==> config.mk <==
export PLATFORM = sky130hd
export DESIGN_NAME = slot_replacement_policy_top
export DESIGN_NICKNAME = d
export VERILOG_FILES = /design/src/design/srp_pkg.sv /design/src/design/slot_replacement_policy_top.sv
export SDC_FILE = /design/constraint.sdc
export NUM_CORES = 1
export LEC_CHECK = 0
export BUFFER_PORTS_ARGS = -buffer_cell sky130_fd_sc_hd__buf_2
export CAP_MARGIN = 20
export CORE_UTILIZATION = 45
export CTS_BUF_LIST = sky130_fd_sc_hd__clkbuf_16
export CTS_CLUSTER_SIZE = 40
export DETAILED_ROUTE_END_ITERATION = 8
export SYNTH_ARGS = -nofsm -noshare
export SYNTH_HDL_FRONTEND = slang
export SYNTH_SLANG_ARGS = --single-unit
==> constraint.sdc <==
create_clock -name i_clk -period 10.85 [get_ports i_clk]
set_input_delay 2.17 -clock i_clk [delete_from_list [all_inputs] [get_ports i_clk]]
set_output_delay 2.17 -clock i_clk [all_outputs]
set_load 0.1 [all_outputs]
==> src/design/srp_pkg.sv <==
`default_nettype none

package srp_pkg;

    // default number of slots
    localparam int SLOTS_DEF = 16;

    // field widths
    localparam int ACTION_W = 3;
    localparam int INDEX_W  = 4;
    localparam int STATE_W  = 2;
    localparam int TIME_W   = 32;

    // request action codes
    localparam logic [ACTION_W-1:0] ACT_SET_STATE  = 3'd0;
    localparam logic [ACTION_W-1:0] ACT_TOUCH      = 3'd1;
    localparam logic [ACTION_W-1:0] ACT_PIN        = 3'd2;
    localparam logic [ACTION_W-1:0] ACT_CLEAR_PINS = 3'd3;
    localparam logic [ACTION_W-1:0] ACT_CLAIM      = 3'd4;
    localparam logic [ACTION_W-1:0] ACT_FIND_LOAD  = 3'd5;

    // slot state codes
    localparam logic [STATE_W-1:0] ST_FREE    = 2'd0;
    localparam logic [STATE_W-1:0] ST_LOADING = 2'd1;
    localparam logic [STATE_W-1:0] ST_READY   = 2'd2;
    localparam logic [STATE_W-1:0] ST_MISSING = 2'd3;

    // sequencer states
    typedef enum logic [2:0] {
        S_IDLE   = 3'b001,
        S_SCAN   = 3'b010,
        S_FINISH = 3'b100
    } t_seq_state;

endpackage

`default_nettype wire

==> src/design/slot_replacement_policy_top.sv <==
`default_nettype none

// channel   | signals                                              | handshake
// ----------+------------------------------------------------------+----------------------------
// request   | i_action i_slot_index i_new_state i_set_touch i_now_ms | taken when start && !busy
// result    | o_found o_slot_out                                   | o_valid, one cycle, no stall
//
// set state, touch, pin, clear pins and unknown actions: result in the cycle after the request
// claim victim and find loading: scan every slot, busy throughout; the age memory has one
//   read port, so one slot is read and compared per cycle through a single comparator
// reset is synchronous and clears slot states, pins and per-slot stamp bits
// the receiver cannot stall; each result is shown for exactly one cycle

module slot_replacement_policy_top #(
    parameter int SLOTS = srp_pkg::SLOTS_DEF
) (
    input  wire                          i_clk,
    input  wire                          i_rst_n,
    input  wire                          start,
    output logic                         busy,
    input  wire [srp_pkg::ACTION_W-1:0]  i_action,
    input  wire [srp_pkg::INDEX_W-1:0]   i_slot_index,
    input  wire [srp_pkg::STATE_W-1:0]   i_new_state,
    input  wire                          i_set_touch,
    input  wire [srp_pkg::TIME_W-1:0]    i_now_ms,
    output logic                         o_valid,
    output logic                         o_found,
    output logic [srp_pkg::INDEX_W-1:0]  o_slot_out
);

    localparam int IW = $clog2(SLOTS);
    localparam int CW = IW + 1;
    localparam int AW = (IW > srp_pkg::INDEX_W) ? IW : srp_pkg::INDEX_W;

    // sequencer
    srp_pkg::t_seq_state r_state, n_state;

    // slot status flops
    logic [srp_pkg::STATE_W-1:0] r_slot_st [SLOTS];
    logic [SLOTS-1:0]            r_pin;
    logic [SLOTS-1:0]            r_stamped;

    // age memory
    logic [srp_pkg::TIME_W-1:0]  r_age_mem [SLOTS];
    logic [srp_pkg::TIME_W-1:0]  r_rd_data;

    // scan pipeline
    logic [CW-1:0]               r_rd_cnt;
    logic                        r_cmp_v;
    logic [IW-1:0]               r_cmp_idx;

    // scan results
    logic                        r_has_free, r_has_load, r_has_m, r_has_r;
    logic [IW-1:0]               r_free_idx, r_load_idx, r_m_idx, r_r_idx;
    logic [srp_pkg::TIME_W-1:0]  r_best_m, r_best_r;

    // latched request
    logic [srp_pkg::ACTION_W-1:0] r_action;
    logic [srp_pkg::INDEX_W-1:0]  r_echo;

    // result registers
    logic                        r_valid, r_found;
    logic [srp_pkg::INDEX_W-1:0] r_slot_out;

    // request decode
    logic                        accept;
    logic [AW-1:0]               idx_ext;
    logic [IW-1:0]               addr;
    logic                        in_range;
    logic [srp_pkg::STATE_W-1:0] addr_st;
    logic                        pin_ok;

    // memory write port
    logic                        w_we;

    // compare stage
    logic [srp_pkg::STATE_W-1:0] cmp_st;
    logic                        cmp_pin;
    logic [srp_pkg::TIME_W-1:0]  cmp_age;
    logic                        cls_missing;
    logic                        cls_has;
    logic [srp_pkg::TIME_W-1:0]  cls_best;
    logic                        age_lt;
    logic                        cand;

    // finish decision
    logic                        fin_found;
    logic [IW-1:0]               fin_idx;
    logic                        fin_claim;

    assign accept   = start && (r_state == srp_pkg::S_IDLE);
    assign idx_ext  = AW'(i_slot_index);
    assign addr     = idx_ext[IW-1:0];
    assign in_range = (32'(i_slot_index) < 32'(SLOTS));
    assign addr_st  = r_slot_st[addr];
    assign pin_ok   = in_range &&
                      ((addr_st == srp_pkg::ST_LOADING) || (addr_st == srp_pkg::ST_READY));

    // age write on stamping requests
    always_comb begin
        w_we = 1'b0;
        if (accept) begin
            unique case (i_action)
                srp_pkg::ACT_SET_STATE: w_we = in_range && i_set_touch;
                srp_pkg::ACT_TOUCH:     w_we = in_range;
                srp_pkg::ACT_PIN:       w_we = pin_ok;
                default:                w_we = 1'b0;
            endcase
        end
    end

    // age memory, one write and one registered read port
    always_ff @(posedge i_clk) begin
        if (w_we) begin
            r_age_mem[addr] <= i_now_ms;
        end
        r_rd_data <= r_age_mem[r_rd_cnt[IW-1:0]];
    end

    // compare stage: one shared comparator against the class best
    assign cmp_st      = r_slot_st[r_cmp_idx];
    assign cmp_pin     = r_pin[r_cmp_idx];
    assign cmp_age     = r_stamped[r_cmp_idx] ? r_rd_data : '0;
    assign cls_missing = (cmp_st == srp_pkg::ST_MISSING);
    assign cls_has     = cls_missing ? r_has_m : r_has_r;
    assign cls_best    = cls_missing ? r_best_m : r_best_r;
    assign age_lt      = (cmp_age < cls_best);
    assign cand        = !cmp_pin &&
                         ((cmp_st == srp_pkg::ST_MISSING) || (cmp_st == srp_pkg::ST_READY)) &&
                         (!cls_has || age_lt);

    // finish decision
    always_comb begin
        fin_found = 1'b0;
        fin_idx   = r_free_idx;
        fin_claim = 1'b0;
        if (r_action == srp_pkg::ACT_CLAIM) begin
            priority if (r_has_free) begin
                fin_found = 1'b1;
                fin_idx   = r_free_idx;
            end else if (r_has_m) begin
                fin_found = 1'b1;
                fin_idx   = r_m_idx;
            end else if (r_has_r) begin
                fin_found = 1'b1;
                fin_idx   = r_r_idx;
            end
            fin_claim = fin_found;
        end else begin
            fin_found = r_has_load;
            fin_idx   = r_load_idx;
        end
    end

    // next sequencer state
    always_comb begin
        n_state = r_state;
        unique case (r_state)
            srp_pkg::S_IDLE: begin
                if (accept && ((i_action == srp_pkg::ACT_CLAIM) ||
                               (i_action == srp_pkg::ACT_FIND_LOAD))) begin
                    n_state = srp_pkg::S_SCAN;
                end
            end
            srp_pkg::S_SCAN: begin
                if (r_cmp_v && (r_cmp_idx == IW'(SLOTS - 1))) begin
                    n_state = srp_pkg::S_FINISH;
                end
            end
            srp_pkg::S_FINISH: n_state = srp_pkg::S_IDLE;
            default:           n_state = srp_pkg::S_IDLE;
        endcase
    end

    // control registers and slot status
    always_ff @(posedge i_clk) begin
        if (!i_rst_n) begin
            r_state    <= srp_pkg::S_IDLE;
            r_pin      <= '0;
            r_stamped  <= '0;
            r_valid    <= 1'b0;
            r_cmp_v    <= 1'b0;
            r_rd_cnt   <= '0;
            r_has_free <= 1'b0;
            r_has_load <= 1'b0;
            r_has_m    <= 1'b0;
            r_has_r    <= 1'b0;
            for (int i = 0; i < SLOTS; i++) begin
                r_slot_st[i] <= srp_pkg::ST_FREE;
            end
        end else begin
            r_state <= n_state;
            r_valid <= 1'b0;
            if (w_we) begin
                r_stamped[addr] <= 1'b1;
            end
            unique case (r_state)
                srp_pkg::S_IDLE: begin
                    if (accept) begin
                        r_action   <= i_action;
                        r_echo     <= i_slot_index;
                        r_slot_out <= i_slot_index;
                        r_found    <= 1'b0;
                        r_rd_cnt   <= '0;
                        r_cmp_v    <= 1'b0;
                        r_has_free <= 1'b0;
                        r_has_load <= 1'b0;
                        r_has_m    <= 1'b0;
                        r_has_r    <= 1'b0;
                        unique case (i_action)
                            srp_pkg::ACT_SET_STATE: begin
                                r_valid <= 1'b1;
                                if (in_range) begin
                                    r_slot_st[addr] <= i_new_state;
                                    if ((i_new_state == srp_pkg::ST_FREE) ||
                                        (i_new_state == srp_pkg::ST_LOADING)) begin
                                        r_pin[addr] <= 1'b0;
                                    end
                                end
                            end
                            srp_pkg::ACT_PIN: begin
                                r_valid <= 1'b1;
                                if (pin_ok) begin
                                    r_pin[addr] <= 1'b1;
                                    r_found     <= 1'b1;
                                end
                            end
                            srp_pkg::ACT_CLEAR_PINS: begin
                                r_valid <= 1'b1;
                                r_pin   <= '0;
                            end
                            srp_pkg::ACT_CLAIM, srp_pkg::ACT_FIND_LOAD: begin
                                r_valid <= 1'b0;
                            end
                            default: begin
                                r_valid <= 1'b1;
                            end
                        endcase
                    end
                end
                srp_pkg::S_SCAN: begin
                    // issue one read per cycle
                    if (r_rd_cnt < CW'(SLOTS)) begin
                        r_cmp_v   <= 1'b1;
                        r_cmp_idx <= r_rd_cnt[IW-1:0];
                        r_rd_cnt  <= r_rd_cnt + CW'(1);
                    end else begin
                        r_cmp_v <= 1'b0;
                    end
                    // compare the slot read last cycle
                    if (r_cmp_v) begin
                        if ((cmp_st == srp_pkg::ST_FREE) && !r_has_free) begin
                            r_has_free <= 1'b1;
                            r_free_idx <= r_cmp_idx;
                        end
                        if ((cmp_st == srp_pkg::ST_LOADING) && !r_has_load) begin
                            r_has_load <= 1'b1;
                            r_load_idx <= r_cmp_idx;
                        end
                        if (cand && cls_missing) begin
                            r_has_m  <= 1'b1;
                            r_m_idx  <= r_cmp_idx;
                            r_best_m <= cmp_age;
                        end
                        if (cand && !cls_missing) begin
                            r_has_r  <= 1'b1;
                            r_r_idx  <= r_cmp_idx;
                            r_best_r <= cmp_age;
                        end
                    end
                end
                srp_pkg::S_FINISH: begin
                    r_valid <= 1'b1;
                    r_found <= fin_found;
                    r_slot_out <= fin_found ? srp_pkg::INDEX_W'(AW'(fin_idx)) : r_echo;
                    if (fin_claim) begin
                        r_slot_st[fin_idx] <= srp_pkg::ST_FREE;
                        r_pin[fin_idx]     <= 1'b0;
                    end
                end
                default: begin
                    r_valid <= 1'b0;
                end
            endcase
        end
    end

    assign busy       = (r_state != srp_pkg::S_IDLE);
    assign o_valid    = r_valid;
    assign o_found    = r_found;
    assign o_slot_out = r_slot_out;

endmodule

`default_nettype wire

---- Word-level counts from Yosys, hierarchy flattened ----
Memory sizes are Yosys's and may differ from the RTL's. A register that Yosys moved wholly into a read port is not among the register bits.
Index checks and enable logic that the tools add are counted.
cells by class
  bitwise operators ....................... 6
  magnitude comparators ................... 7
  muxes and demuxes ....................... 78
  reductions and logical operators ........ 44
  eq/ne operators ......................... 30
  add/sub/neg operators ................... 1
operators with widths
  operator              count
  $mux W16              4
  $mux W32              2
  $pmux W16 S3          1
  $mux W1               40
  $mux W4               9
  $and A16 B16 Y16      2
  $lt A32 B32 Y1        1
  $not A16 Y16          2
  $or A16 B16 Y16       2
  $pmux W16 S2          1
  $reduce_and A4 Y1     8
  $ne A2 B2 Y1 const B  9
  $lt A4 B5 Y1 const B  3
  $pmux W1 S2           7
  $eq A3 B3 Y1 const B  4
  $reduce_and A3 Y1     4
  $logic_and A1 B1 Y1   11
  $mux W5               2
  $pmux W5 S2           1
  $eq A3 B2 Y1 const B  3
  $bmux W1 S4           2
  $demux W1 S4          2
  $ge A4 B1 Y1 const B  2
  $pmux W4 S2           1
  22 further kinds      43
word-level totals
  input bits .............................. 45
  output and inout bits ................... 7
  register bits after elaboration ......... 142
  logic and storage cells ................. 189
  memories ................................ 2
  RAM bits ................................ 544
memories
  name       words  bits a word  read ports  clocked after memory_dff  write ports  line                               text
  r_age_mem  16     32           1           1                         1            slot_replacement_policy_top.sv:44  logic [srp_pkg::TIME_W-1:0] r_age_mem [SLOTS];
  r_slot_st  16     2            2           1                         16           slot_replacement_policy_top.sv:39  logic [srp_pkg::STATE_W-1:0] r_slot_st [SLOTS];

---- Depth between registers and ports, before layout ----
Gate-level depths: netlist of the first run.
  word-level depth ........................ 12
  depth in mapped cells ................... 15
  mapped depth without buffers ............ 13

---- Worst setup path before layout of the first run ----
Ideal clock, no wire load.
  path type ............................... input port to flip-flop
  from .................................... in i_slot_index[0] (netlist bit)
  to ...................................... mem r_age_mem[10][0] (netlist bit), enable pin
  stages .................................. 8
  path buffers ............................ 2
  arrival time ............................ 5943 ps
  setup slack ............................. 4443 ps
  data required time ...................... 10386 ps
  path through ............................ buf_6 > mux4_2 > xor2_1 > mux4_2 > and2_1 > o21ai_2 > buf_2 > nor3_1
on the way
  longest elaborated chain between the ends .. 7
ends and longest elaborated chain
  item                                          line                                text
  from (decl)                                   slot_replacement_policy_top.sv:22   input wire [srp_pkg::INDEX_W-1:0] i_slot_index,
  $mem_v2 Z16 W2                                -
  $eq A2 B1 Y1 or $eq A2 B2 Y1 (tied branches)  slot_replacement_policy_top.sv:97   ((addr_st == srp_pkg::ST_LOADING) || (addr_st == srp_pkg::ST_READY));
  $logic_or A1 B1 Y1                            slot_replacement_policy_top.sv:97
  $pmux W1 S3                                   slot_replacement_policy_top.sv:103  unique case (i_action)
  $mux W1                                       slot_replacement_policy_top.sv:102  if (accept) begin
  $mux W1                                       slot_replacement_policy_top.sv:114  if (w_we) begin
  $mux W1 (not written as such)                 slot_replacement_policy_top.sv:115  r_age_mem[addr] <= i_now_ms;
  to (decl)                                     slot_replacement_policy_top.sv:44
Parallel ways exist; a longest one is shown, timed or not.

==> impl_summary.txt, run 1 <==
----------------------------------------------------
[Status]
  Outcome ... completed

[STA]
  Worst clock skew ... roughly 0.022 ns
  Setup repair after global routing missed its margin ... false
  Setup slack of the critical path after layout ... 5.64 ns
  Achievable Freq ... around 190 MHz
  Final hold slack ... around 0.47 ns
  Post-route setup TNS ... 0 ns
  Endpoints failing setup ... 0
  Share of the clock period used by the worst path ... around half
  Max Transition Viols Final ... 0
  Relative slew slack ... between 30% and 40%
  Number of hold violations in the final report ... 0
  Slew of the pin with the lowest slew margin ... a little under 1 ns
  Time the worst path needs with I/O delays and setup ... 5.21 ns

[Clock tree]
  Number of gates resized after CTS ... 0
  Hold-fix buffer count after cts ... 0
  Total number of clock tree sinks ... ~720
  H-tree depth ... 3
  Total clock buffers created by CTS ... 75
  Setup repair bufs after CTS ... 0
  Insertion delay to the later sink of the worst-skew pair ... 0.61 ns
  Clock tree from TritonCTS ... built
  Clock-pin slew of the registers on the worst-case setup and hold paths ... around 0.060 ns
  Number of buffers on the longest clock path ... 3
  Clock root buffer ... sky130_fd_sc_hd__clkbuf_16

[Drt]
  Initial DRT Pass Iterations ... 5
  Antenna viol nets, final ... 0
  Avg Vias per Cell ... between 5 and 6
  Via count ... approximately 14000
  Average detailed-routed wire length per instance ... around 24 um
  Routed wire length ... between 50 and 60 mm
  Detailed Route Iter0 Violations ... ~1300
  Post-detailed-route DRC marker count ... 0

[Synthesis]
  Fraction of the mapped netlist area in adder cells ... approximately 1.4%
  Top cell type's share of synthesized area ... 66.9%
  Share of cell area taken by muxes after synthesis ... 16.1%
  Primary FF master, synth ... sky130_fd_sc_hd__edfxtp_1
  Xor-xnor portion of the synthesized cell area ... less than 1%
  Async SR Flop Fraction ... 0%
  Top cells by area, synth ... sky130_fd_sc_hd__edfxtp_1 67%, sky130_fd_sc_hd__mux4_2 15%, sky130_fd_sc_hd__dfxtp_1 5.7%
  Compound-gate portion of the synthesized area ... 3.67%
  Portion of the post-synthesis area used by sequential elements ... about 73%
  Avg Cell Area, Syn ... about 19 um^2
  Cell taking the most area after synthesis ... sky130_fd_sc_hd__edfxtp_1
  Cells after synthesis ... 1504
  Post-synth cell types ... 55
  Number of synthesized flops with an enable pin ... 640
  Syn. warnings ... 0
  Syn Nets ... about 1600
  Post-synthesis share of cell area spent on and, or, nand and nor gates ... approximately 4.9%
  Dominant combinational cell family by area after synthesis ... multiplexers
  Post-synth design cell area ... between 20000 and 30000 um^2
  #FFs+latches synth ... 722

[Power and ir drop]
  Worst vdd rail ir drop ... approximately 0.20 mV
  Leakage power total ... between 10 and 15 nW
  Pwr/cell area ... 176 nW/um^2
  Post-route total power ... roughly 5.7 mW

[Placed design]
  Routability Congestion ... slightly above 0.8
  Number of placed instances, taps included ... between 2000 and 2500
  Input/output buffers ... just over 50
  Worst-case setup slack after placement ... ~5.3 ns
  Instance area after placement ... about 30000 um^2
  Total half-perimeter wirelength after legalization and detailed placement ... ~35 mm

[Floorplanning]
  Initial Utilization ... a little under half
  Core region area ... 63100 um^2
  Die Y ... between 200 and 300 um
  Total number of placement rows ... 92
  DIE WIDTH ... about 250 um
  I/O pin count ... 52
  Full die area ... 64900 um^2

[Cells and area]
  Final cell count without fillers ... roughly 2500
  Post-route design area ... between 30000 and 40000 um^2
  Most common cell after layout, fill and taps aside ... sky130_fd_sc_hd__edfxtp_1
  Area Growth Syn to Fin ... 13.7%
  Final layout net count ... approximately 1700
  Filler Cells Inserted ... just over 5000
  Most frequent cells in the layout ... 640 x sky130_fd_sc_hd__edfxtp_1, 186 x sky130_fd_sc_hd__mux4_2, 84 x sky130_fd_sc_hd__nor2_1
  Final core utilization ... ~52%
  Proportion of layout cells with a drive suffix above 1 ... 25.5%

[Worst setup path]
  Data arrival at the endpoint of the critical path ... approximately 5.5 ns
  CP Capture Type ... flip-flop
  Depth of the worst register-to-register path ... 15
  Worst reg-to-reg setup slack ... roughly 5.6 ns
  FF-to-FF End ... r_best_m[17]$_DFFE_PP_
  Data required time of the critical path ... about 11 ns
  Worst Path Max Fanout ... 33
  Critical Setup Path Class ... flip-flop to flip-flop
  Sort of element at the start of the critical path ... flip-flop

[GRT]
  Vias in the first global route ... between 10000 and 15000
  Antenna violations before repair ... 8
  Overall routing resource usage ... between 10% and 20%
  Maximum number of pins on one net before global-route repair ... 62
  First-pass GRT wire length ... 90.3 mm
  GRT Residual Overflow ... 0

[Hold path]
  Worst Hold Class ... flip-flop to flip-flop
  Startpoint of the tightest hold check path ... r_stamped[4]$_SDFFE_PN0P_
  Destination of the worst hold path ... r_stamped[4]$_SDFFE_PN0P_
  Hold Path Stages ... 1

[Job]
  Total of max-cap violations ... 0

----------------------------------------------------
## worst max-delay path, cell delays in order, from the launching register on
cell and delay, ns:
sky130_fd_sc_hd__dfxtp_1 0.64, sky130_fd_sc_hd__mux4_2 0.58, sky130_fd_sc_hd__a22oi_1 0.23, sky130_fd_sc_hd__nand3_1 0.24, sky130_fd_sc_hd__nand2_2 0.13, sky130_fd_sc_hd__buf_4 0.47, sky130_fd_sc_hd__mux2i_1 0.26, sky130_fd_sc_hd__ha_1 0.28
sky130_fd_sc_hd__a2111oi_0 0.40, sky130_fd_sc_hd__nand2_1 0.09, sky130_fd_sc_hd__o221ai_1 0.19, sky130_fd_sc_hd__nand4b_1 0.15, sky130_fd_sc_hd__nor3_1 0.21, sky130_fd_sc_hd__a211oi_1 0.18, sky130_fd_sc_hd__nor2_4 0.56, sky130_fd_sc_hd__buf_16 0.24
## cell type report
type | instances | area [um^2] | area share, %
inverter | 5 | 18.8 | 0.0575
tap | 846 | 1060 | 3.24
clock inverter | 60 | 524 | 1.60
sequential | 722 | 20900 | 63.9
clock buffer | 79 | 1980 | 6.05
antenna | 1 | 2.50 | 0.00766
timing repair buffer | 83 | 548 | 1.68
multi-input combinational | 697 | 7660 | 23.5
## metal layers
layer,track usage [%],up-vias,wire length (um)
li1,-,6332,-
met1,26.9,7480,26700
met2,30.4,320,29100
met3,3.34,83,2740
met4,5.30,2,1020
met5,0,-,8
## worst max path at each step
| stage | start | end | slack, ns | cells after the start |
|---|---|---|---|---|
| 2_1_floorplan | i_slot_index[0] | r_age_mem[10][0]$_DFFE_PP_ | 4.44 | 8 |
| 3_5_place_dp | i_slot_index[0] | r_age_mem[12][25]$_DFFE_PP_ | 5.30 | 9 |
| 6_report | flip-flop | r_best_m[17]$_DFFE_PP_ | 5.64 | 15 |
| 3_3_place_gp | i_slot_index[0] | r_age_mem[12][25]$_DFFE_PP_ | 5.36 | 9 |
| 5_1_grt | flip-flop | r_best_m[16]$_DFFE_PP_ | 5.26 | 14 |
| 4_1_cts | flip-flop | r_m_idx[1]$_DFFE_PP_ | 5.36 | 14 |
## cell families after synthesis
kind of cell	Yosys count
DFF	722
xor gates and xnor gates	7
AOI/OAI and AO/OA	152
muxes	228
and+or+nand+nor	278
adders and majority gates	32
buffers and inverters	85
## flip-flops by register name (all words and copies together) (netlist names), 4 cells and up, named ones only
signal	flops
o_slot_out	4
r_age_mem	512
r_best_m	32
r_best_r	32
r_cmp_idx	4
r_echo	4
r_free_idx	4
r_load_idx	4
r_m_idx	4
r_pin	16
r_r_idx	4
r_rd_cnt	5
r_rd_data	32
r_slot_st	32
r_stamped	16
## cell usage after synthesis (21+ instances only)
library cell and count:
sky130_fd_sc_hd__edfxtp_1 640, sky130_fd_sc_hd__mux4_2 186, sky130_fd_sc_hd__nor2_1 86, sky130_fd_sc_hd__dfxtp_1 82, sky130_fd_sc_hd__clkbuf_1 56, sky130_fd_sc_hd__o21ai_0 42
sky130_fd_sc_hd__and2_1 37, sky130_fd_sc_hd__mux2i_1 37, sky130_fd_sc_hd__nand3_1 35, sky130_fd_sc_hd__nand2_1 33, sky130_fd_sc_hd__ha_1 32, sky130_fd_sc_hd__a21oi_1 21
sky130_fd_sc_hd__nor3_1 21
## where the power goes
part | total, mW | leakage [nW] | internal, mW | switching (mW)
clock | 2.58 | 1.28 | 1.53 | 1.04
sequential | 3.04 | 6.66 | 3.03 | 0.00592
combinational | 0.124 | 2.81 | 0.0351 | 0.0890
Power figures use the tool's default switching activity.
==> inputs of run 2 (changes only) <==
ABC_AREA = 1   (was unset)
clock period = 4.55 ns   (was 10.85 ns; I/O delays follow)
==> run 2 against run 1 <==
Compared with the run above: worst setup slack worse by 5.1 ns; clock skew about the same; combinational power rose to 12 times the previous value; register-to-register slack got worse by 5.1 ns; hold slack worse by 0.0074 ns; critical endpoint is now r_best_r[7]$_DFFE_PP_.
==> impl_summary.txt, run 2 <==
----------------------------------------------------
[Drt]
  Average detailed-routed wire length per instance ... 22.4 um (was 23.9 um)
  Routed wire length ... 74.6 mm (was 59.5 mm)
  Avg Vias per Cell ... 5.69 (was 5.70)
  Antenna viol nets, final ... 0 (unchanged)
  Detailed Route Iter0 Violations ... 1855 (was 1260)
  Initial DRT Pass Iterations ... 6 (was 5)
  Via count ... 19000 (was 14200)
  Post-detailed-route DRC marker count ... 0 (unchanged)

[Worst setup path]
  Crit path max-delay cell type ... sky130_fd_sc_hd__dfxtp_1 (unchanged)
  Number of buffers and inverters on the critical path ... 4 (was 2)
  Most frequent cell on the critical path ... sky130_fd_sc_hd__nand2_1
  Worst reg-to-reg setup slack ... 0.53 ns (was 5.64 ns)
  Critical Setup Path Class ... flip-flop to flip-flop (unchanged)
  CP Capture Type ... flip-flop (unchanged)
  Data arrival at the endpoint of the critical path ... 4.32 ns (was 5.52 ns)
  Data required time of the critical path ... 4.85 ns (was 11.16 ns)
  Largest delay share family, worst path ... simple AND/OR/NAND/NOR gates (unchanged)
  Worst Path Max Fanout ... 32 (was 33)
  Cell Chain, Critical Path ... inv_1 > nand3_1 > nand3_1 > nand3_1 > nand2_1 > nand2_4 > buf_4 > mux2i_1 > ha_1 > a21oi_1 > nor2_1 > a211oi_1 > nand2_1 > nand2_1 > nand2_1 > nand2_1 > nand2_1 > nand2_1 > nand3_1 > inv_1 > buf_12 (was mux4_2 > a22oi_1 > nand3_1 > nand2_2 > buf_4 > mux2i_1 > ha_1 > a2111oi_0 > nand2_1 > o221ai_1 > nand4b_1 > nor3_1 > a211oi_1 > nor2_4 > buf_16)
  Highest cell delay on the worst timing path ... 0.53 ns (was 0.64 ns)
  Depth of the worst register-to-register path ... 21 (was 15)
  Sort of element at the start of the critical path ... flip-flop (unchanged)
  Cell count along the critical path ... 21 (was 15)

[STA]
  Slew of the pin with the lowest slew margin ... 1.12 ns (was 0.974 ns)
  Relative slew slack ... 25.1% (was 35.0%)
  Share of the clock period used by the worst path ... 88.3% (was 48.0%)
  Time the worst path needs with I/O delays and setup ... 4.02 ns (was 5.21 ns)
  Setup repair after global routing missed its margin ... false (unchanged)
  Number of hold violations in the final report ... 0 (unchanged)
  Achievable Freq ... 249 MHz (was 192 MHz)
  Endpoints failing setup ... 0 (unchanged)
  Worst clock skew ... 0.0224 ns (was 0.0223 ns)
  Max Transition Viols Final ... 0 (unchanged)

[Power and ir drop]
  Total internal power ... 11.6 mW (was 4.60 mW)
  Clock Power Share ... 41.8% (was 44.9%)
  Pwr/cell area ... 455 nW/um^2 (was 176 nW/um^2)
  Power share of the sequential group ... 48.7% (was 52.9%)
  Switching power as a share of total power ... 24.5% (was 19.8%)
  Psw ... 3.75 mW (was 1.14 mW)
  Leakage power total ... 11.9 nW (was 10.8 nW)
  Logic pwr share ... 9.6% (was 2.2%)
  Post-route total power ... 15.3 mW (was 5.74 mW)
  Worst vdd rail ir drop ... 0.420 mV (was 0.203 mV)

[Cells and area]
  Antenna diode count ... 0 (was 1)
  Number of flip-flops in the largest register ... 512 (unchanged)
  Most frequent cells in the layout ... 640 x sky130_fd_sc_hd__edfxtp_1, 441 x sky130_fd_sc_hd__nor2_1, 216 x sky130_fd_sc_hd__nand2_1 (was 640 x sky130_fd_sc_hd__edfxtp_1, 186 x sky130_fd_sc_hd__mux4_2, 84 x sky130_fd_sc_hd__nor2_1)
  Register ranked first by flip-flop count ... r_age_mem (unchanged)
  Most common cell after layout, fill and taps aside ... sky130_fd_sc_hd__edfxtp_1 (unchanged)
  Proportion of layout cells with a drive suffix above 1 ... 10.7% (was 25.5%)
  Final layout net count ... 2492 (was 1661)
  Area Growth Syn to Fin ... 14.3% (was 13.7%)
  Post-route design area ... 33700 um^2 (was 32700 um^2)

[GRT]
  Maximum number of pins on one net before global-route repair ... 103 (was 62)
  GRT Residual Overflow ... 0 (unchanged)
  Overall routing resource usage ... 22.4% (was 19.0%)
  First-pass GRT wire length ... 111 mm (was 90.3 mm)
  Vias in the first global route ... 18300 (was 14600)
  Antenna violations before repair ... 6 (was 8)

[Clock tree]
  Insertion delay to the later sink of the worst-skew pair ... 0.63 ns (was 0.61 ns)
  Number of gates resized after CTS ... 0 (unchanged)
  Hold-fix buffer count after cts ... 0 (unchanged)
  H-tree depth ... 3 (unchanged)
  Number of buffers on the longest clock path ... 3 (unchanged)
  Clock-pin slew of the registers on the worst-case setup and hold paths ... 0.06 ns (about the same)
  Total number of clock tree sinks ... 722 (unchanged)
  Clock tree from TritonCTS ... built (unchanged)
  Clock root buffer ... sky130_fd_sc_hd__clkbuf_16 (unchanged)
  Setup repair bufs after CTS ... 0 (unchanged)
  Total clock buffers created by CTS ... 77 (was 75)

[Floorplanning]
  Total number of placement rows ... 93 (was 92)
  Full die area ... 66500 um^2 (was 64900 um^2)
  Core region area ... 64600 um^2 (was 63100 um^2)
  DIE WIDTH ... 258 um (was 255 um)
  I/O pin count ... 52 (unchanged)
  Initial Utilization ... 45.6% (about the same)
  Die Y ... 258 um (was 255 um)

[Placed design]
  Input/output buffers ... 51 (unchanged)
  Routability Congestion ... 0.867 (was 0.828)
  Instance area after placement ... 31000 um^2 (was 30100 um^2)
  Total half-perimeter wirelength after legalization and detailed placement ... 41.0 mm (was 34.5 mm)

[Synthesis]
  Top cell type's share of synthesized area ... 65.2% (was 66.9%)
  Post-synth top cells ... 640 x sky130_fd_sc_hd__edfxtp_1, 442 x sky130_fd_sc_hd__nor2_1, 216 x sky130_fd_sc_hd__nand2_1, 195 x sky130_fd_sc_hd__o21ai_0, 130 x sky130_fd_sc_hd__inv_1 (was 640 x sky130_fd_sc_hd__edfxtp_1, 186 x sky130_fd_sc_hd__mux4_2, 86 x sky130_fd_sc_hd__nor2_1, 82 x sky130_fd_sc_hd__dfxtp_1, 56 x sky130_fd_sc_hd__clkbuf_1)
  Primary FF master, synth ... sky130_fd_sc_hd__edfxtp_1 (unchanged)
  #FFs+latches synth ... 722 (unchanged)
  Async SR Flop Fraction ... 0% (unchanged)
  Portion of the post-synthesis area used by sequential elements ... 70.8% (was 72.6%)
  Post-synth cell types ... 39 (was 55)
  Syn. warnings ... 0 (unchanged)
  Library cell with the highest instance count after synthesis ... sky130_fd_sc_hd__edfxtp_1 (unchanged)
  Top cells by area, synth ... sky130_fd_sc_hd__edfxtp_1 65%, sky130_fd_sc_hd__nor2_1 5.6%, sky130_fd_sc_hd__dfxtp_1 5.6% (was sky130_fd_sc_hd__edfxtp_1 67%, sky130_fd_sc_hd__mux4_2 15%, sky130_fd_sc_hd__dfxtp_1 5.7%)
  Cell taking the most area after synthesis ... sky130_fd_sc_hd__edfxtp_1 (unchanged)
  Post-synth design cell area ... 29500 um^2 (was 28700 um^2)
  Number of synthesized flops with an enable pin ... 640 (unchanged)
  Syn Nets ... 2440 (was 1581)
  Cells after synthesis ... 2363 (was 1504)
  Avg Cell Area, Syn ... 12.5 um^2 (was 19.1 um^2)

[Hold path]
  Worst Hold Class ... flip-flop to flip-flop (unchanged)
  Hold Path Stages ... 1 (unchanged)

[Status]
  Outcome ... completed (unchanged)

[Job]
  Total of max-cap violations ... 0 (unchanged)

----------------------------------------------------
==> run 2: area by class of cell <==
type                    instances  area (um^2)
clock inverters                65          671
repair buffers                105          956
fillers                      5474        30900
clock buffers                  78         1950
well taps                     855         1070
multi-input cells            1371         7640
inverters                     138          523
flip-flops and latches        722        20900
==> run 2: stage by stage <==
| stage | hold WS [ns] | cells | worst slack (ns) | util (%) | setup TNS, ns |
|---|---|---|---|---|---|
| 2_1_floorplan | 0.406 | 2363 | -0.209 | - | -40.12 |
| 3_3_place_gp | 0.442 | 3190 | 0.337 | 48.0 | 0 |
| 3_5_place_dp | 0.450 | 3191 | 0.206 | 48.1 | 0 |
| 4_1_cts | 0.463 | 3334 | 0.172 | 52.1 | 0 |
| 5_1_grt | 0.473 | 3334 | 0.118 | 52.1 | 0 |
| 6_report | 0.463 | 3334 | 0.534 | 52.1 | 0 |
==> run 2: layer usage <==
| layer | global-route usage (%) | vias to the layer above | wire length, um |
|---|---|---|---|
| met5 | 0 | - | 68 |
| met4 | 8.05 | 12 | 1980 |
| met3 | 4.12 | 131 | 5010 |
| met2 | 36.6 | 645 | 36200 |
| met1 | 29.9 | 9405 | 31300 |
| li1 | - | 8782 | - |
==> run 2: logic make-up (layout without fill, tap and decap cells) <==
family	count (synthesis)	in the layout	share of synthesized area, %
and+or+nand+nor	792	792	11.0
DFF	722	722	70.8
xor gates and xnor gates	2	2	0.0595
muxes	81	81	2.75
buffers and inverters	270	386	3.63
AOI/OAI and AO/OA	464	464	10.4
adders and majority gates	32	32	1.36
==> run 2: worst paths after layout <==
kind	from	endpoint
worst min register to register	r_stamped[3]$_SDFFE_PN0P_	r_stamped[3]$_SDFFE_PN0P_
worst max-delay path	flip-flop	r_best_r[7]$_DFFE_PP_
worst min-delay path	r_stamped[3]$_SDFFE_PN0P_	r_stamped[3]$_SDFFE_PN0P_
worst max register to register	flip-flop	r_best_r[7]$_DFFE_PP_
==> run 2: power by group through the flow <==
stage	clock, mW	sequential [mW]	combinational (mW)
after floorplan	0	7.54	1.03
after global placement	0	7.59	1.43
after detailed placement	0	7.59	1.46
after CTS	6.50	7.45	1.47
after global routing	6.76	7.46	1.62
final	6.40	7.45	1.47
==> inputs of run 3 (changes only) <==
--- a/config.mk
+++ b/config.mk
@@ -10,2 +10,3 @@
 export CAP_MARGIN = 20
+export CORE_MARGIN = 10
 export CORE_UTILIZATION = 45
--- a/constraint.sdc
+++ b/constraint.sdc
@@ -3,2 +3,2 @@
 set_output_delay 0.91 -clock i_clk [all_outputs]
-set_load 0.1 [all_outputs]
+set_load 0.005 [all_outputs]
==> run 3 against run 2 <==
Compared with the run above: total power decreased by 2.2%; critical path depth increased by 1; hold slack improved by 0.0097 ns; critical path type unchanged; critical endpoint is now r_best_m[8]$_DFFE_PP_; largest cell class unchanged.
==> impl_summary.txt, run 3 (synthesized netlist as in run 2, its figures left out) <==
----------------------------------------------------
[Hold path]
  Startpoint of the tightest hold check path ... r_stamped[14]$_SDFFE_PN0P_ (was r_stamped[3]$_SDFFE_PN0P_)
  Worst Hold Class ... flip-flop to flip-flop (unchanged)

[Cells and area]
  Filler Cells Inserted ... 5469 (was 5474)
  Area Growth Syn to Fin ... 13.6% (was 14.3%)
  Final cell count without fillers ... 3332 (was 3334)
  Number of flip-flops in the largest register ... 512 (unchanged)
  Most common cell after layout, fill and taps aside ... sky130_fd_sc_hd__edfxtp_1 (unchanged)
  Final layout net count ... 2493 (was 2492)
  Proportion of layout cells with a drive suffix above 1 ... 10.1% (was 10.7%)
  Most frequent cells in the layout ... 640 x sky130_fd_sc_hd__edfxtp_1, 441 x sky130_fd_sc_hd__nor2_1, 216 x sky130_fd_sc_hd__nand2_1 (unchanged)
  Register ranked first by flip-flop count ... r_age_mem (unchanged)

[Placed design]
  Number of placed instances, taps included ... 3189 (was 3191)
  Total half-perimeter wirelength after legalization and detailed placement ... 40.9 mm (was 41.0 mm)
  Routability Congestion ... 0.864 (was 0.867)
  Input/output buffers ... 51 (unchanged)

[Drt]
  Via count ... 18900 (was 19000)
  Average detailed-routed wire length per instance ... 21.4 um (was 22.4 um)
  Initial DRT Pass Iterations ... 5 (was 6)
  Routed wire length ... 71.3 mm (was 74.6 mm)
  Antenna viol nets, final ... 0 (unchanged)
  Detailed Route Iter0 Violations ... 1671 (was 1855)
  Post-detailed-route DRC marker count ... 0 (unchanged)
  Avg Vias per Cell ... 5.68 (was 5.69)

[GRT]
  Maximum number of pins on one net before global-route repair ... 157 (was 103)
  Vias in the first global route ... 18800 (was 18300)
  GRT Residual Overflow ... 0 (unchanged)
  First-pass GRT wire length ... 110 mm (was 111 mm)
  Overall routing resource usage ... 18.7% (was 22.4%)
  Antenna violations before repair ... 5 (was 6)

[Floorplanning]
  Die Y ... 276 um (was 258 um)
  Total number of placement rows ... 93 (unchanged)
  Full die area ... 76100 um^2 (was 66500 um^2)
  I/O pin count ... 52 (unchanged)
  Core region area ... 64600 um^2 (unchanged)
  Initial Utilization ... 45.6% (unchanged)
  DIE WIDTH ... 276 um (was 258 um)

[Job]
  Total of max-cap violations ... 0 (unchanged)

[Clock tree]
  Hold-fix buffer count after cts ... 0 (unchanged)
  Insertion delay to the later sink of the worst-skew pair ... 0.62 ns (was 0.63 ns)
  Clock root buffer ... sky130_fd_sc_hd__clkbuf_16 (unchanged)
  H-tree depth ... 3 (unchanged)
  Total clock buffers created by CTS ... 75 (was 77)
  Clock tree from TritonCTS ... built (unchanged)
  Number of buffers on the longest clock path ... 3 (unchanged)
  Clock-pin slew of the registers on the worst-case setup and hold paths ... 0.06 ns (about the same)
  Total number of clock tree sinks ... 722 (unchanged)

[STA]
  Relative slew slack ... 26.9% (was 25.1%)
  Worst clock skew ... 0.0262 ns (was 0.0224 ns)
  Achievable Freq ... 251 MHz (was 249 MHz)
  Share of the clock period used by the worst path ... 87.6% (was 88.3%)
  Slew of the pin with the lowest slew margin ... 1.10 ns (was 1.12 ns)
  Number of hold violations in the final report ... 0 (unchanged)
  Endpoints failing setup ... 0 (unchanged)
  Time the worst path needs with I/O delays and setup ... 3.99 ns (was 4.02 ns)
  Max Transition Viols Final ... 0 (unchanged)
  Setup repair after global routing missed its margin ... false (unchanged)

[Power and ir drop]
  Pwr/cell area ... 448 nW/um^2 (was 455 nW/um^2)
  Post-route total power ... 15.0 mW (was 15.3 mW)
  Leakage power total ... 11.8 nW (was 11.9 nW)
  Worst vdd rail ir drop ... 0.335 mV (was 0.420 mV)

[Worst setup path]
  CP Capture Type ... flip-flop (unchanged)
  R2r startpoint ... r_cmp_idx[1]$_DFFE_PP_
  Crit path max-delay cell type ... sky130_fd_sc_hd__edfxtp_1 (was sky130_fd_sc_hd__dfxtp_1)
  Number of buffers and inverters on the critical path ... 6 (was 4)
  Data arrival at the endpoint of the critical path ... 4.28 ns (was 4.32 ns)
  Largest delay share family, worst path ... simple AND/OR/NAND/NOR gates (unchanged)
  Worst setup startpoint ... r_cmp_idx[1]$_DFFE_PP_
  Highest cell delay on the worst timing path ... 0.45 ns (was 0.53 ns)
  Data required time of the critical path ... 4.84 ns (was 4.85 ns)
  Cell Chain, Critical Path ... clkinv_1 > nor2_1 > o21ai_0 > nand3_1 > nand3_1 > nand2_1 > clkinvlp_4 > buf_12 > nor2_1 > ha_1 > nand2_1 > inv_1 > nand3_1 > a31oi_1 > a2111oi_0 > nand2_1 > nand2_1 > nand2_1 > nand2_1 > nand3_1 > inv_1 > buf_12 (was inv_1 > nand3_1 > nand3_1 > nand3_1 > nand2_1 > nand2_4 > buf_4 > mux2i_1 > ha_1 > a21oi_1 > nor2_1 > a211oi_1 > nand2_1 > nand2_1 > nand2_1 > nand2_1 > nand2_1 > nand2_1 > nand3_1 > inv_1 > buf_12)
  Most frequent cell on the critical path ... sky130_fd_sc_hd__nand2_1 (unchanged)
  Worst Path Max Fanout ... 32 (unchanged)
  Sort of element at the start of the critical path ... flip-flop (unchanged)
  Critical Setup Path Class ... flip-flop to flip-flop (unchanged)

[Status]
  Outcome ... completed (unchanged)

----------------------------------------------------
run 3: cell types whose count changed in the layout (fill, tap and decap cells not counted), moves of 2 or more:
| cell | previous run | this run |
|---|---|---|
| sky130_fd_sc_hd__buf_12 | 22 | 18 |
| sky130_fd_sc_hd__buf_4 | 31 | 39 |
| sky130_fd_sc_hd__bufinv_16 | 11 | 8 |
| sky130_fd_sc_hd__clkinv_1 | 11 | 22 |
| sky130_fd_sc_hd__clkinv_2 | 19 | 11 |
| sky130_fd_sc_hd__clkinv_4 | 4 | 0 |
| sky130_fd_sc_hd__clkinv_8 | 4 | 1 |
| sky130_fd_sc_hd__clkinvlp_4 | 2 | 4 |
run 3: where the power goes:
| part | internal [mW] | switching, mW | total, mW |
|---|---|---|---|
| Clock | 3.56 | 2.50 | 6.06 |
| Combinational | 0.449 | 0.966 | 1.41 |
| Sequential | 7.34 | 0.166 | 7.51 |
run 3: routing by layer:
metal | GRT usage, % | routed length (um)
met5 | 0 | 34
met4 | 6.97 | 2150
met3 | 3.07 | 4410
met2 | 29.5 | 33200
met1 | 25.6 | 31400
run 3: stage by stage:
step | hold WS, ns | utilization, % | setup WS, ns | instance area, um^2 | setup TNS, ns
3_3_place_gp | 0.455 | 47.9 | 0.439 | 30900 | 0
6_report | 0.472 | 51.8 | 0.562 | 33500 | 0
5_1_grt | 0.478 | 51.8 | 0.161 | 33500 | 0
4_1_cts | 0.471 | 51.7 | 0.308 | 33400 | 0
2_1_floorplan | 0.406 | - | -0.208 | 29500 | -39.94
3_5_place_dp | 0.456 | 47.9 | 0.348 | 31000 | 0
run 3: worst reg2reg max path, stage by stage, from the launching register on:
cell and delay [ns]:
sky130_fd_sc_hd__edfxtp_1 0.45, sky130_fd_sc_hd__clkinv_1 0.27, sky130_fd_sc_hd__nor2_1 0.16, sky130_fd_sc_hd__o21ai_0 0.11, sky130_fd_sc_hd__nand3_1 0.10, sky130_fd_sc_hd__nand3_1 0.07, sky130_fd_sc_hd__nand2_1 0.17, sky130_fd_sc_hd__clkinvlp_4 0.17
sky130_fd_sc_hd__buf_12 0.17, sky130_fd_sc_hd__nor2_1 0.17, sky130_fd_sc_hd__ha_1 0.28, sky130_fd_sc_hd__nand2_1 0.07, sky130_fd_sc_hd__inv_1 0.06, sky130_fd_sc_hd__nand3_1 0.07, sky130_fd_sc_hd__a31oi_1 0.08, sky130_fd_sc_hd__a2111oi_0 0.32
sky130_fd_sc_hd__nand2_1 0.14, sky130_fd_sc_hd__nand2_1 0.08, sky130_fd_sc_hd__nand2_1 0.06, sky130_fd_sc_hd__nand2_1 0.08, sky130_fd_sc_hd__nand3_1 0.09, sky130_fd_sc_hd__inv_1 0.22, sky130_fd_sc_hd__buf_12 0.26
run 3: layout make-up:
type	count	area (um^2)	area share, %
flip-flops and latches	722	20900	62.4
multi-input cells	1371	7640	22.8
clock buffers	78	1950	5.83
well taps	855	1070	3.20
repair buffers	108	908	2.71
inverters	138	531	1.59
clock inverters	59	492	1.47
diodes	1	2.50	0.00748
run 3: path summary, 6_finish.rpt:
kind | slack, ns | end | cells past startpoint
min | 0.47 | r_stamped[14]$_SDFFE_PN0P_ | 1
max | 0.56 | r_best_m[8]$_DFFE_PP_ | 22
max reg2reg | 0.56 | r_best_m[8]$_DFFE_PP_ | 22
min reg2reg | 0.47 | r_stamped[14]$_SDFFE_PN0P_ | 1
run 3: what timing repair did:
action / CTS / global route
gates resized for setup: 0 / 3
endpoints found under the setup margin: 0 / 64
hold endpoints to repair: 0 / 0
buffers inserted: 0 / 5
